==> config.mk <==
export PLATFORM = sky130hd
export DESIGN_NAME = wildcard_byte_pattern_search_flat
export DESIGN_NICKNAME = d
export VERILOG_FILES = /design/src/rtl/core/bps_pkg.sv /design/src/rtl/core/bps_in_if.sv /design/src/rtl/core/bps_out_if.sv /design/src/rtl/core/wildcard_byte_pattern_search.sv /design/src/rtl/core/bps_cfg_regs.sv /design/src/rtl/core/bps_match.sv /design/src/flat_wrapper.sv
export SDC_FILE = /design/constraint.sdc
export NUM_CORES = 1
export LEC_CHECK = 0
export BUFFER_PORTS_ARGS = -buffer_cell sky130_fd_sc_hd__buf_2
export CAP_MARGIN = 10
export CELL_PAD_IN_SITES_DETAIL_PLACEMENT = 2
export CELL_PAD_IN_SITES_GLOBAL_PLACEMENT = 2
export CORE_UTILIZATION = 40
export DETAILED_ROUTE_END_ITERATION = 10
export GPL_TIMING_DRIVEN = 0
export PLACE_DENSITY = 0.76
export SLEW_MARGIN = 10
export SYNTH_ARGS = -nofsm -noshare
export SYNTH_HDL_FRONTEND = slang
export SYNTH_SLANG_ARGS = --single-unit
==> constraint.sdc <==
create_clock -name clk_i -period 14.8 [get_ports clk_i]
set_clock_uncertainty 0.2 [all_clocks]
set_input_delay 0 -clock clk_i [delete_from_list [all_inputs] [get_ports clk_i]]
set_output_delay 0 -clock clk_i [all_outputs]
set_load 0.01 [all_outputs]
==> src/rtl/core/bps_pkg.sv <==
// ----------------------------------------------------------------------------
// bps_pkg
// Shared constants, register codes and types for the byte pattern search.
// ----------------------------------------------------------------------------
package bps_pkg;

  localparam int PATTERN_MAX = 16;   // pattern bytes compared per alignment
  localparam int OFFSET_BITS = 32;   // width of the per-region byte count

  localparam int WIN_IDX_W  = (PATTERN_MAX > 1) ? $clog2(PATTERN_MAX) : 1;
  localparam int LEN_W      = $clog2(PATTERN_MAX + 1);
  localparam int CFG_DATA_W = 64;
  localparam int CFG_IDX_W  = 2;
  localparam int CFG_LEN_W  = 5;
  localparam int MASK_W     = 16;
  localparam int OFF_OUT_W  = 32;
  localparam int OFF_EXT_W  = (OFFSET_BITS > OFF_OUT_W) ? OFFSET_BITS : OFF_OUT_W;

  typedef enum logic [CFG_IDX_W-1:0] {
    REG_PAT_LO    = 2'd0,
    REG_PAT_HI    = 2'd1,
    REG_WILD_MASK = 2'd2,
    REG_PAT_LEN   = 2'd3
  } cfg_reg_e;

  // Decoded pattern setup, length already clamped to 1..PATTERN_MAX
  typedef struct packed {
    logic [PATTERN_MAX-1:0][7:0] pattern;
    logic [PATTERN_MAX-1:0]      wild;
    logic [LEN_W-1:0]            len;
  } pat_cfg_t;

  // Outcome of one byte step
  typedef struct packed {
    logic                 valid;
    logic                 found;
    logic [OFF_OUT_W-1:0] match_offset;
  } match_res_t;

endpackage

==> src/rtl/core/bps_in_if.sv <==
// ----------------------------------------------------------------------------
// bps_in_if
// Byte stream request channel: valid/ready with one byte and end marker.
// ----------------------------------------------------------------------------
interface bps_in_if;
  logic       valid;
  logic       ready;
  logic [7:0] data_byte;
  logic       last_byte;

  modport source (output valid, output data_byte, output last_byte, input ready);
  modport sink   (input valid, input data_byte, input last_byte, output ready);
endinterface

==> src/rtl/core/bps_out_if.sv <==
// ----------------------------------------------------------------------------
// bps_out_if
// Search result channel: valid/ready with found flag and match offset.
// ----------------------------------------------------------------------------
interface bps_out_if;
  logic        valid;
  logic        ready;
  logic        found;
  logic [31:0] match_offset;

  modport source (output valid, output found, output match_offset, input ready);
  modport sink   (input valid, input found, input match_offset, output ready);
endinterface

==> src/rtl/core/wildcard_byte_pattern_search.sv <==
// ----------------------------------------------------------------------------
// wildcard_byte_pattern_search
// Scans a byte stream for the first match of a masked pattern of up to
// PATTERN_MAX bytes and reports found / not-found once per region.
// ----------------------------------------------------------------------------
//  channel   dir  handshake          payload
//  in_ch     in   valid / ready      data_byte[7:0], last_byte
//  out_ch    out  valid / ready      found, match_offset[31:0]
//  cfg       in   cfg_we_i           cfg_idx_i[1:0], cfg_wdata_i[63:0]
//
//  One byte per cycle sustained unless a stalled result has filled both
//  registers; a byte is held in the input register, then compared, and its
//  result is loaded into the result register, from which it is taken.
//  The compare is 16 byte comparators on the shifted window, AND-reduced.
//  A stalled result only blocks input once both registers are full.
//  Reset clears the region count, valid flags and config (length = 1).
// ----------------------------------------------------------------------------
module wildcard_byte_pattern_search
  import bps_pkg::*;
(
  input  logic                  clk_i,
  input  logic                  rst_ni,
  input  logic                  cfg_we_i,
  input  logic [CFG_IDX_W-1:0]  cfg_idx_i,
  input  logic [CFG_DATA_W-1:0] cfg_wdata_i,
  bps_in_if.sink                in_ch,
  bps_out_if.source             out_ch
);

  pat_cfg_t   cfg;
  match_res_t res;

  // input register
  logic       s1_valid_q;
  logic [7:0] s1_byte_q;
  logic       s1_last_q;

  // result register
  logic                 out_valid_q;
  logic                 out_found_q;
  logic [OFF_OUT_W-1:0] out_off_q;

  logic out_free;
  logic adv;
  logic accept;

  bps_cfg_regs u_cfg (
    .clk_i       (clk_i),
    .rst_ni      (rst_ni),
    .cfg_we_i    (cfg_we_i),
    .cfg_idx_i   (cfg_idx_i),
    .cfg_wdata_i (cfg_wdata_i),
    .cfg_o       (cfg)
  );

  bps_match u_match (
    .clk_i       (clk_i),
    .rst_ni      (rst_ni),
    .cfg_i       (cfg),
    .step_i      (adv),
    .data_byte_i (s1_byte_q),
    .last_byte_i (s1_last_q),
    .res_o       (res)
  );

  // result slot is free when empty or being drained this cycle
  assign out_free    = !out_valid_q || out_ch.ready;
  // stage 1 moves on whether or not the byte produces a result
  assign adv         = s1_valid_q && out_free;
  assign in_ch.ready = !s1_valid_q || adv;
  assign accept      = in_ch.valid && in_ch.ready;

  always_ff @(posedge clk_i or negedge rst_ni) begin
    if (!rst_ni) begin
      s1_valid_q <= 1'b0;
    end else if (accept) begin
      s1_valid_q <= 1'b1;
    end else if (adv) begin
      s1_valid_q <= 1'b0;
    end
  end

  always_ff @(posedge clk_i) begin
    if (accept) begin
      s1_byte_q <= in_ch.data_byte;
      s1_last_q <= in_ch.last_byte;
    end
  end

  always_ff @(posedge clk_i or negedge rst_ni) begin
    if (!rst_ni) begin
      out_valid_q <= 1'b0;
    end else if (adv) begin
      out_valid_q <= res.valid;
    end else if (out_ch.ready) begin
      out_valid_q <= 1'b0;
    end
  end

  always_ff @(posedge clk_i) begin
    if (adv && res.valid) begin
      out_found_q <= res.found;
      out_off_q   <= res.match_offset;
    end
  end

  assign out_ch.valid        = out_valid_q;
  assign out_ch.found        = out_found_q;
  assign out_ch.match_offset = out_off_q;

`ifndef SYNTHESIS
  a_notfound_zero_off: assert property (@(posedge clk_i) disable iff (!rst_ni)
    out_ch.valid && !out_ch.found |-> out_ch.match_offset == '0)
    else $error("not-found result with nonzero offset");

  a_stall_only_when_full: assert property (@(posedge clk_i) disable iff (!rst_ni)
    !in_ch.ready |-> s1_valid_q && out_valid_q && !out_ch.ready)
    else $error("input stalled with room in the pipe");

  a_result_lands: assert property (@(posedge clk_i) disable iff (!rst_ni)
    adv && res.valid |=> out_ch.valid)
    else $error("result lost on advance");
`endif

endmodule

==> src/rtl/core/bps_cfg_regs.sv <==
// ----------------------------------------------------------------------------
// bps_cfg_regs
// Pattern, wildcard mask and length registers with length clamping.
// ----------------------------------------------------------------------------
module bps_cfg_regs
  import bps_pkg::*;
(
  input  logic                  clk_i,
  input  logic                  rst_ni,
  input  logic                  cfg_we_i,
  input  logic [CFG_IDX_W-1:0]  cfg_idx_i,
  input  logic [CFG_DATA_W-1:0] cfg_wdata_i,
  output pat_cfg_t              cfg_o
);

  logic [CFG_DATA_W-1:0] pat_lo_q;
  logic [CFG_DATA_W-1:0] pat_hi_q;
  logic [MASK_W-1:0]     mask_q;
  logic [CFG_LEN_W-1:0]  len_q;
  logic [2*CFG_DATA_W-1:0] pat_all;

  always_ff @(posedge clk_i or negedge rst_ni) begin
    if (!rst_ni) begin
      pat_lo_q <= '0;
      pat_hi_q <= '0;
      mask_q   <= '0;
      len_q    <= CFG_LEN_W'(1);
    end else if (cfg_we_i) begin
      unique case (cfg_reg_e'(cfg_idx_i))
        REG_PAT_LO:    pat_lo_q <= cfg_wdata_i;
        REG_PAT_HI:    pat_hi_q <= cfg_wdata_i;
        REG_WILD_MASK: mask_q   <= cfg_wdata_i[MASK_W-1:0];
        REG_PAT_LEN:   len_q    <= cfg_wdata_i[CFG_LEN_W-1:0];
        default: ;
      endcase
    end
  end

  assign pat_all = {pat_hi_q, pat_lo_q};

  always_comb begin
    for (int k = 0; k < PATTERN_MAX; k++) begin
      cfg_o.pattern[k] = pat_all[8*k +: 8];
      cfg_o.wild[k]    = mask_q[k];
    end
    // zero means one, anything past the window means a full window
    if (len_q == '0) begin
      cfg_o.len = LEN_W'(1);
    end else if (len_q > CFG_LEN_W'(PATTERN_MAX)) begin
      cfg_o.len = LEN_W'(PATTERN_MAX);
    end else begin
      cfg_o.len = LEN_W'(len_q);
    end
  end

endmodule

==> src/rtl/core/bps_match.sv <==
// ----------------------------------------------------------------------------
// bps_match
// Byte window, region count and parallel wildcard comparators.
// ----------------------------------------------------------------------------
module bps_match
  import bps_pkg::*;
(
  input  logic       clk_i,
  input  logic       rst_ni,
  input  pat_cfg_t   cfg_i,
  input  logic       step_i,
  input  logic [7:0] data_byte_i,
  input  logic       last_byte_i,
  output match_res_t res_o
);

  logic [PATTERN_MAX-1:0][7:0] window_q;
  logic [PATTERN_MAX-1:0][7:0] window_d;
  logic [OFFSET_BITS-1:0]      seen_q;
  logic [OFFSET_BITS-1:0]      seen_inc;
  logic                        reported_q;
  logic [LEN_W-1:0]            tap_idx [PATTERN_MAX];
  logic [PATTERN_MAX-1:0]      pos_ok;
  logic                        long_enough;
  logic                        hit;
  logic [OFF_EXT_W-1:0]        off_ext;

  // newest byte enters at entry 0
  always_comb begin
    window_d[0] = data_byte_i;
    for (int j = 1; j < PATTERN_MAX; j++) begin
      window_d[j] = window_q[j-1];
    end
  end

  assign seen_inc    = (seen_q == '1) ? seen_q : seen_q + OFFSET_BITS'(1);
  assign long_enough = seen_inc >= OFFSET_BITS'(cfg_i.len);

  // pattern byte k lines up with window entry len-1-k
  always_comb begin
    for (int k = 0; k < PATTERN_MAX; k++) begin
      tap_idx[k] = cfg_i.len - LEN_W'(1) - LEN_W'(k);
      if (LEN_W'(k) >= cfg_i.len) begin
        pos_ok[k] = 1'b1;
      end else begin
        pos_ok[k] = cfg_i.wild[k] ||
                    (window_d[tap_idx[k][WIN_IDX_W-1:0]] == cfg_i.pattern[k]);
      end
    end
  end

  assign hit     = !reported_q && long_enough && (&pos_ok);
  assign off_ext = OFF_EXT_W'(seen_inc) - OFF_EXT_W'(cfg_i.len);

  always_comb begin
    res_o.valid = hit || (last_byte_i && !reported_q);
    res_o.found = hit;
    if (!hit) begin
      res_o.match_offset = '0;
    end else if (off_ext > OFF_EXT_W'({OFF_OUT_W{1'b1}})) begin
      res_o.match_offset = '1;
    end else begin
      res_o.match_offset = off_ext[OFF_OUT_W-1:0];
    end
  end

  // window entries beyond the count are never compared: no reset needed
  always_ff @(posedge clk_i) begin
    if (step_i) begin
      window_q <= window_d;
    end
  end

  always_ff @(posedge clk_i or negedge rst_ni) begin
    if (!rst_ni) begin
      seen_q     <= '0;
      reported_q <= 1'b0;
    end else if (step_i) begin
      if (last_byte_i) begin
        seen_q     <= '0;
        reported_q <= 1'b0;
      end else begin
        seen_q     <= seen_inc;
        reported_q <= reported_q | hit;
      end
    end
  end

`ifndef SYNTHESIS
  a_hit_sets_reported: assert property (@(posedge clk_i) disable iff (!rst_ni)
    step_i && hit && !last_byte_i |=> reported_q)
    else $error("match not recorded");

  a_reported_has_bytes: assert property (@(posedge clk_i) disable iff (!rst_ni)
    reported_q |-> seen_q != '0)
    else $error("match reported in empty region");

  a_last_clears: assert property (@(posedge clk_i) disable iff (!rst_ni)
    step_i && last_byte_i |=> seen_q == '0 && !reported_q)
    else $error("region not cleared on last byte");
`endif

endmodule

==> src/flat_wrapper.sv <==
// flat-port wrapper written by rule: the top's interface ports become plain ports
module wildcard_byte_pattern_search_flat import bps_pkg::*;
  (clk_i, rst_ni, cfg_we_i, cfg_idx_i, cfg_wdata_i, in_ch_valid, in_ch_data_byte, in_ch_last_byte, in_ch_ready, out_ch_valid, out_ch_found, out_ch_match_offset, out_ch_ready);
  bps_in_if in_ch_i ();
  bps_out_if out_ch_i ();
  input  logic clk_i;
  input  logic rst_ni;
  input  logic cfg_we_i;
  input  logic [CFG_IDX_W-1:0] cfg_idx_i;
  input  logic [CFG_DATA_W-1:0] cfg_wdata_i;
  input wire logic [$bits(in_ch_i.valid)-1:0] in_ch_valid;
  input wire logic [$bits(in_ch_i.data_byte)-1:0] in_ch_data_byte;
  input wire logic [$bits(in_ch_i.last_byte)-1:0] in_ch_last_byte;
  output wire logic [$bits(in_ch_i.ready)-1:0] in_ch_ready;
  output wire logic [$bits(out_ch_i.valid)-1:0] out_ch_valid;
  output wire logic [$bits(out_ch_i.found)-1:0] out_ch_found;
  output wire logic [$bits(out_ch_i.match_offset)-1:0] out_ch_match_offset;
  input wire logic [$bits(out_ch_i.ready)-1:0] out_ch_ready;
  assign in_ch_i.valid = in_ch_valid;
  assign in_ch_i.data_byte = in_ch_data_byte;
  assign in_ch_i.last_byte = in_ch_last_byte;
  assign in_ch_ready = in_ch_i.ready;
  assign out_ch_valid = out_ch_i.valid;
  assign out_ch_found = out_ch_i.found;
  assign out_ch_match_offset = out_ch_i.match_offset;
  assign out_ch_i.ready = out_ch_ready;
  wildcard_byte_pattern_search u_core (.clk_i(clk_i), .rst_ni(rst_ni), .cfg_we_i(cfg_we_i), .cfg_idx_i(cfg_idx_i), .cfg_wdata_i(cfg_wdata_i), .in_ch(in_ch_i), .out_ch(out_ch_i));
endmodule
==> results.sh <==
export IMPL_synthTopCellsByArea="edfxtp_1 (21%), dfrtp_1 (20%), mux4_2 (11%), mux2_2 (10%), mux2i_1 (5.6%)"
export IMPL_yosys_warnings=0
export IMPL_gp_congestion=0.999
export IMPL_synth_cells=1941
export IMPL_max_slew_margin_rel_pct=10.1
export IMPL_hold_buffers=131
export IMPL_fillCellCount=5617
export IMPL_antenna_found_initial=3
export IMPL_power_frac_comb_pct=52.2
export IMPL_clk_pin_slew_ns=0.06
export IMPL_synth_top_family_by_area="multiplexers"
export IMPL_power_density_nw_per_um2=185
export IMPL_finalCriticalPeriod_ns=10.42
export IMPL_p_leak_nw=10.3
export IMPL_stdcell_area_um2=27400
export IMPL_avgViaCountPerCell=6.47
export IMPL_routedWlPerCell_um=33.4
export IMPL_drt_total_wl_um=101000
export IMPL_dpl_hpwl_um=73000
export IMPL_clk_latency_ns=0.60
export IMPL_synth_cell_types=88
export IMPL_holdWs_ns=0.0120
export IMPL_drive_gt1_share_pct=25.7
export IMPL_placedCellCount=2816
export IMPL_die_x_um=241
export IMPL_arrival_ns=10.51
export IMPL_vias=19600
export IMPL_hp_class="in -> reg"
export IMPL_yosysSeqAreaShare_pct=41.4
export IMPL_cp_data_required_time_ns=14.89
export IMPL_io_buffers=114
export IMPL_synth_largest_area_cell="edfxtp_1"
export IMPL_drtAntennaViolNets=0
export IMPL_grt_pass1_wl_um=146000
export IMPL_cts_buffers=44
export IMPL_p_int_mw=2.88
export IMPL_dieArea_um2=58200
export IMPL_placed_cell_area_um2=24600
export IMPL_path_max_fanout=22
export IMPL_power_frac_clock_pct=22.4
export IMPL_synth_nets=2043
export IMPL_drc=0
export IMPL_ys_flop_type="dfrtp_1"
export IMPL_htree_levels=2
export IMPL_switching_power_mw=2.19
export IMPL_cts_sinks=346
export IMPL_grt_use_total_pct=34.9
export IMPL_drv_slew=0
export IMPL_fin_setup_tns_ns=0
export IMPL_synthSimpleGateAreaFrac_pct=8.80
export IMPL_r2r_end="u_core.out_ch.match_offset[10]"
export IMPL_synth_xor_area_share_pct=6.75
export IMPL_grt_pass1_vias=20900
export IMPL_rsz0062_at_grt="false"
export IMPL_ioPinCount=115
export IMPL_status="finished clean"
export IMPL_endpoint="u_core.out_ch.match_offset[10]"
export IMPL_maxCapViolCount=0
export IMPL_rows=87
export IMPL_p_sw_share_pct=43.2
export IMPL_start_util_pct=40.5
export IMPL_end_kind="flop"
export IMPL_fmax_ghz=0.0960
export IMPL_synth_seq_cells=346
export IMPL_cts_tree="yes"
export IMPL_r2r_start="u_core.u_cfg.len_q[3]"
export IMPL_r2r_cells=26
export IMPL_peakVddDrop_mv=0.0848
export IMPL_synthMuxAreaShare_pct=26.9
export IMPL_hold_viol_final=0
export IMPL_synth_top_area_share_pct=21.2
export IMPL_finalCritPeriodShare_pct=70.4
export IMPL_fp_dieH_um=241
export IMPL_setup_violations=0
export IMPL_drt_first_pass_iters=5
export IMPL_avgSynthCellArea_um2=11.8
export IMPL_cts_buffer_depth=3
export IMPL_final_util_pct=48.5
export IMPL_start_kind="flop"
export IMPL_synthArstFlopShare_pct=53.2
export IMPL_postCtsSetupRepairBufs=0
export IMPL_final_cells=3031
export IMPL_cts_resized=0
export IMPL_synth_compound_area_share_pct=11.7
export IMPL_synth_cell_area_um2=22900
export IMPL_coreArea_um2=56500
export IMPL_p_seq_share_pct=25.4
export IMPL_critPathLaunch="u_core.u_cfg.len_q[3]"
export IMPL_worst_pin_slew_ns=1.34
export IMPL_area_growth_pct=19.6
export IMPL_first_iter_violations=2100
export IMPL_crit_type="reg -> reg"
export IMPL_nets=2339
export IMPL_ctsRootBufferMaster="clkbuf_16"
export IMPL_gr_total_overflow=0
export IMPL_synth_edf_count=162
export IMPL_synthAdderAreaFrac_pct=1.23
export IMPL_r2r_slack_ns=4.38
export IMPL_grt_max_degree=78
==> cells by family (layout without fill, tap and decap cells) <==
| family | Yosys count | count (layout) |
|---|---|---|
| DFF | 346 | 346 |
| and+or+nand+nor | 398 | 398 |
| other | 0 | 2 |
| muxes | 446 | 446 |
| buffers and inverters | 170 | 502 |
| xor gates and xnor gates | 174 | 174 |
| AOI/OAI and AO/OA | 385 | 385 |
| adders and majority gates | 22 | 22 |
==> worst max-delay path: stages, from the launching register on <==
cell and delay [ns]:
dfrtp_1 0.36, buf_2 0.19, or2_4 0.27, o22ai_4 0.33
inv_2 0.11, buf_6 0.20, buf_6 0.18, buf_6 0.18
buf_2 0.29, ha_1 0.45, clkbuf_1 0.34, clkinv_1 0.33
buf_1 0.73, buf_1 0.68, ha_1 0.32, inv_1 0.11
o21ai_1 0.61, clkbuf_1 0.55, mux4_2 0.60, xnor2_1 0.23
nand4_1 0.14, o21ai_1 0.56, o2111ai_1 0.34, a2111oi_4 0.69
a21oi_1 0.33, nor2_4 0.47, buf_16 0.24
==> power groups by stage <==
stage	clock, mW	sequential, mW	combinational (mW)
2_1_floorplan	0	1.24	1.71
3_3_place_gp	0	1.29	2.40
3_5_place_dp	0	1.29	2.49
4_1_cts	1.14	1.28	2.57
5_1_grt	1.18	1.30	2.74
6_report	1.14	1.29	2.65
==> synthesized netlist by cell type, drive strengths merged (5+ instances only) <==
master and instances:
xnor2 127, a21o 7, o22a 9, inv 26, and2 10, edfxtp 162
a31oi 14, nand2 93, or2 6, a22o 5, xor2 47, or3 12
nor2b 5, nor3 44, o21ai 95, nand2b 15, o211ai 12, dfrtp 183
nand3 32, mux4 115, and3 14, mux2 203, a211oi 9, o22ai 21
o32a 18, o31ai 11, ha 21, a221oi 10, or4 6, a22oi 7
buf 50, nor4 16, nand4 33, clkbuf 91, mux2i 128, nor2 100
a32o 25, a21oi 96
==> layout by cell type, fill, tap and decap left out, types with 8 or more instances in the layout <==
master	instances
edfxtp_1	162
clkinv_1	8
ha_1	21
a211oi_1	8
a21oi_1	92
inv_1	21
o22ai_1	20
xnor2_1	124
and2_1	10
o22a_1	9
a221oi_1	10
clkbuf_1	92
o21ai_0	89
a32o_1	25
clkinv_2	10
xor2_1	47
nand2_1	92
o211ai_1	12
dlygate4sd3_1	130
o32a_1	18
o31ai_1	11
dfrtp_1	183
and3_1	14
buf_2	136
nor2_1	97
nand3_1	32
nand2b_1	15
nor4_1	14
buf_1	18
clkbuf_16	46
mux2i_1	128
mux2_2	203
nor3_1	44
a31oi_1	14
mux4_2	115
or3_1	12
nand4_1	31
==> metal layers <==
metal	GRT usage, %	routed length (um)	share of wire, %	up-vias
met2	56.4	47200	47	1023
met3	5.90	8140	8.0	249
met5	0	0	0	-
met4	18.3	5910	5.8	0
li1	-	-	-	8107
met1	45.1	39900	39	10200
==> metrics by stage <==
stage	setup slack (ns)	power [mW]
after floorplan	6.94	2.95
after global placement	3.23	3.69
after detailed placement	4.79	3.78
after CTS	4.74	4.98
after global routing	4.14	5.22
final	4.38	5.07
==> how the worst min path moves through the flow <==
stage / start / to / slack, ns / cells after the start
detailed placement: rst_ni / u_core.u_cfg.pat_lo_q[59] / -0.27 / 1
global placement: in_ch_data_byte[6] / u_core.s1_byte_q[6] / -0.02 / 1
floorplan: rst_ni / u_core.out_ch.valid / -0.50 / 0
CTS: cfg_wdata_i[51] / u_core.u_cfg.pat_hi_q[51] / 0.0005 / 3
global route: cfg_wdata_i[35] / u_core.u_cfg.pat_hi_q[35] / 0.02 / 3
finish: cfg_wdata_i[35] / u_core.u_cfg.pat_hi_q[35] / 0.01 / 3
==> flip-flops by register name (all words and copies together), names as in the netlist <==
register                    flops
u_core.out_ch.found             1
u_core.u_match.seen_q          32
u_core.out_ch.match_offset     32
u_core.u_cfg.len_q              5
u_core.u_match.window_d       120
u_core.u_cfg.pat_lo_q          64
u_core.u_cfg.mask_q            16
u_core.u_match.reported_q       1
u_core.s1_last_q                1
u_core.out_ch.valid             1
u_core.u_cfg.pat_hi_q          64
u_core.s1_valid_q               1
u_core.s1_byte_q                8
==> area by class of cell <==
| class | count | area [um^2] | area share, % |
|---|---|---|---|
| Sequential cell | 346 | 9470 | 34.6 |
| Multi-Input combinational cell | 1425 | 12700 | 46.4 |
| Antenna cell | 2 | 5.00 | 0.0183 |
| Tap cell | 756 | 946 | 3.45 |
| Clock buffer | 57 | 1260 | 4.61 |
| Inverter | 29 | 109 | 0.397 |
| Clock inverter | 25 | 215 | 0.786 |
| Timing Repair Buffer | 250 | 2050 | 7.47 |
| Buffer | 141 | 632 | 2.31 |
No activity file was read; power rests on OpenSTA's default activity.
